File: src/hdl/tdr_pkg.sv
// Shared types and constants of the task dependency resolver.
package tdr_pkg;
    localparam int NUM_TASKS = 1024;
    localparam int NUM_EDGES = 4096;
    localparam int MAX_SUCC  = 32;
    localparam int TID_W     = $clog2(NUM_TASKS);
    localparam int EIDX_W    = $clog2(NUM_EDGES);
    localparam int LEN_W     = 6;
    localparam int PRED_W    = 8;
    localparam int CNT_W     = 11;
    localparam int ADDR_W    = 3;

    localparam logic [1:0] MODE_TASK = 2'd0;
    localparam logic [1:0] MODE_EDGE = 2'd1;
    localparam logic [1:0] MODE_DONE = 2'd2;

    localparam logic [1:0] KIND_ACK   = 2'd0;
    localparam logic [1:0] KIND_READY = 2'd1;
    localparam logic [1:0] KIND_NEAR  = 2'd2;

    localparam logic [ADDR_W-1:0] REG_TOTAL_TASKS = '0;

    typedef struct packed {
        logic [PRED_W-1:0] pred;
        logic [TID_W-1:0]  xacc;
        logic              queued;
        logic              tkind;
        logic [EIDX_W-1:0] base;
        logic [LEN_W-1:0]  len;
    } t_task_row;

    typedef struct packed {
        logic [1:0]       kind;
        logic [TID_W-1:0] task_id;
        logic             tkind;
        logic [TID_W-1:0] wpred;
    } t_result;
endpackage

File: src/hdl/tdr_cfg_regs.sv
// Configuration register file with the bus port.
module tdr_cfg_regs (
    input  logic                      i_clk,
    input  logic                      i_rst_n,
    input  logic                      psel,
    input  logic                      penable,
    input  logic                      pwrite,
    input  logic [tdr_pkg::ADDR_W-1:0] paddr,
    input  logic [31:0]               pwdata,
    output logic [31:0]               prdata,
    output logic                      pready,
    output logic [tdr_pkg::CNT_W-1:0] o_total
);
    import tdr_pkg::*;
    logic [CNT_W-1:0] r_total;

    always_ff @(posedge i_clk) begin
        if (!i_rst_n) begin
            r_total <= '0;
        end else if (psel && penable && pwrite && paddr == REG_TOTAL_TASKS) begin
            r_total <= pwdata[CNT_W-1:0];
        end
    end

    assign pready  = 1'b1;
    assign prdata  = (paddr == REG_TOTAL_TASKS) ? {{(32-CNT_W){1'b0}}, r_total} : 32'd0;
    assign o_total = r_total;
endmodule

File: config.mk
export PLATFORM = sky130hd
export DESIGN_NAME = tdr_cfg_regs
export DESIGN_NICKNAME = d
export VERILOG_FILES = /design/src/hdl/tdr_pkg.sv /design/src/hdl/tdr_cfg_regs.sv
export SDC_FILE = /design/constraint.sdc
export NUM_CORES = 1
export LEC_CHECK = 0
export ABC_AREA = 0
export BUFFER_PORTS_ARGS = -buffer_cell sky130_fd_sc_hd__buf_2
export CAP_MARGIN = 20
export CORE_MARGIN = 2
export CORE_UTILIZATION = 35
export DETAILED_ROUTE_END_ITERATION = 16
export PLACE_DENSITY = 0.84
export RECOVER_POWER = 25
export SLEW_MARGIN = 20
export SYNTH_ARGS = -nofsm -noshare
export SYNTH_HDL_FRONTEND = slang
export SYNTH_SLANG_ARGS = --single-unit
export TNS_END_PERCENT = 5
File: constraint.sdc
create_clock -name i_clk -period 2.51 [get_ports i_clk]
set_input_delay 0.3765 -clock i_clk [delete_from_list [all_inputs] [get_ports i_clk]]
set_output_delay 0.3765 -clock i_clk [all_outputs]
set_load 0.01 [all_outputs]
==> metrics.yaml <==
yosys:
  synth_area_um2: 708.2
  yosys_warnings: 0
  synthCells: 85
  synth.distinct_cells: 11
  synth.yosys.seq_area_share: 0.3110
  ys_ff_latch: 11
  avgSynthCellArea_um2: 8.332
worst_setup_path:
  worstPathArrival_ns: 1.33
  critical_path_required_ns: 2.13
  crit_type: "input port to output pin"
  reg2reg_from: "o_total[10]"
  cp-end-kind: "output pin"
  start_kind: "input port"
  cp_slowest_cell: "nor3_2"
  cp_cell_sequence: "buf_2 > nor3_2 > and2_2 > buf_2"
  cp_max_fo: 12
  crit_top_cell: "buf_2"
  slowest_delay_ns: 0.50
  crit_path_start: "paddr[1]"
sta:
  worstMarginPinSlew_ns: 0.5752
  fin_skew_ns: 0
  finalHoldViolCount: 0
  tns_ns: 0
  fin_crit_ns: 1.711
  setup_viol: 0
  fmax_ghz: 0.5845
  maxSlewViolCount: 0
  post-route-period-util: 0.6817
  rsz0062_at_grt: "no"
  relSlewSlack: 0.6145
final_layout:
  final_cell_area_um2: 837.1
  most-common-layout-cells: "32 x buf_2, 22 x nand2_1, 22 x conb_1"
  regArea_um2: 220.2
  largest_reg_flops: 11
  n_fill_cell: 210
  antenna_cells: 0
  final_common_cell: "buf_2"
  nNetsFinal: 164
  syn2layout_area_growth_pct: 18.20
  post_route_cells_drive_above_1_share: 0.3089
  multi_input_area_um2: 366.6
  stdcell_count: 150
clock_network:
  cts-root-buf: "clkbuf_4"
  cts.repair.resized: 0
  cts_max_path_buffers: 2
  post_cts_buffers: 0
  cts_made_buffers: 3
  cts_max_level: 1
  clkSinkCount: 11
  hold_buffers: 0
  clk_latency_ns: 0.26
  clkTransAtPathRegs_ns: 0.07
  cts_tree: "yes"
power_and_ir_drop:
  p_total_uw: 343.8
  vdd_drop_max_mv: 0.2233
  powerDensity_nw_per_um2: 410.8
  p_leak_nw: 0.4265
job:
  max_cap_violations: 0
grt:
  grt_max_degree: 23
  grt-ovfl-total: 0
  grt_pass1_vias: 508
  antenna_found_initial: 0
  grt_usage: 0.1152
  grt_pass1_wl_um: 2125
floorplan:
  row_count: 16
  die_x_um: 48.98
  io_pins: 84
  core-area_um2: 1942
  initial_core_util: 0.3647
  dieArea_um2: 2399
  fp.dieH_um: 48.98
route:
  vias: 589
  drc: 0
  drt_first_iter_violations: 4
  viasPerCell: 3.927
  first_pass_iters: 2
  wl_per_cell_um: 9.060
  ant_nets: 0
  drt-total-wl_um: 1359
place:
  globalplace.congestion: 0.6450
  placed_cells: 146
  dpl.hpwl_um: 1047
  dpl_cell_area_um2: 820.8
  portBuffers: 40
min_path:
  hold_path_class: "input port to flip-flop"
  min_from: "pwdata[1]"
status:
  status: "finished, final reports clean"
## cell usage after synthesis (all sizes together)
master	count	share of area
mux2i	11	0.16
clkbuf	3	0.016
and4	1	0.016
nand2	22	0.12
nor3	1	0.014
buf	23	0.26
conb	2	0.011
dfxtp	11	0.31
and2	11	0.099
## worst paths after layout
| path | cells after the start | end | slack [ns] |
|---|---|---|---|
| min reg2reg | 2 | o_total[1] | 0.47 |
| max | 4 | prdata[10] | 0.80 |
| max reg2reg | 2 | o_total[10] | 1.90 |
| min | 3 | o_total[1] | 0.35 |
## through the flow
step	util	hold WS (ns)	setup slack [ns]
floorplan	-	0.4867	1.164
global placement	0.4227	0.4476	0.7494
detailed placement	0.4227	0.4584	0.6998
CTS	0.4362	0.3346	0.7436
global route	0.4311	0.3359	0.6596
finish	0.4311	0.3477	0.7990
## worst max-delay path, delay by kind of cell
| kind | cells | cell delay (ns) |
|---|---|---|
| buf+inv | 2 | 0.22 |
| simple gates | 2 | 0.73 |
## per-layer routing
layer	vias up	wire [um]	global-route usage
met5	-	0	0
met4	0	0	0.04286
met3	0	145	0.03988
met2	33	690	0.2100
met1	262	523	0.1210
li1	294	-	-
## final cells by class
class	instances	area share
flip-flops and latches	11	0.2631
clock buffers	4	0.03139
well taps	27	0.04036
multi-input cells	68	0.4380
repair buffers	40	0.2272
## power breakdown
part	internal (mW)	switching, mW
combinational	0.0144	0.0298
clock	0.0614	0.0618
sequential	0.176	0.000794
## logic make-up after synthesis
logic type,Yosys count,share of synthesized area
and+or+nand+nor,35,0.2456
buffers and inverters,26,0.2774
muxes,11,0.1555
DFF,11,0.3110
other,2,0.01060
No activity file was read; power rests on OpenSTA's default activity.
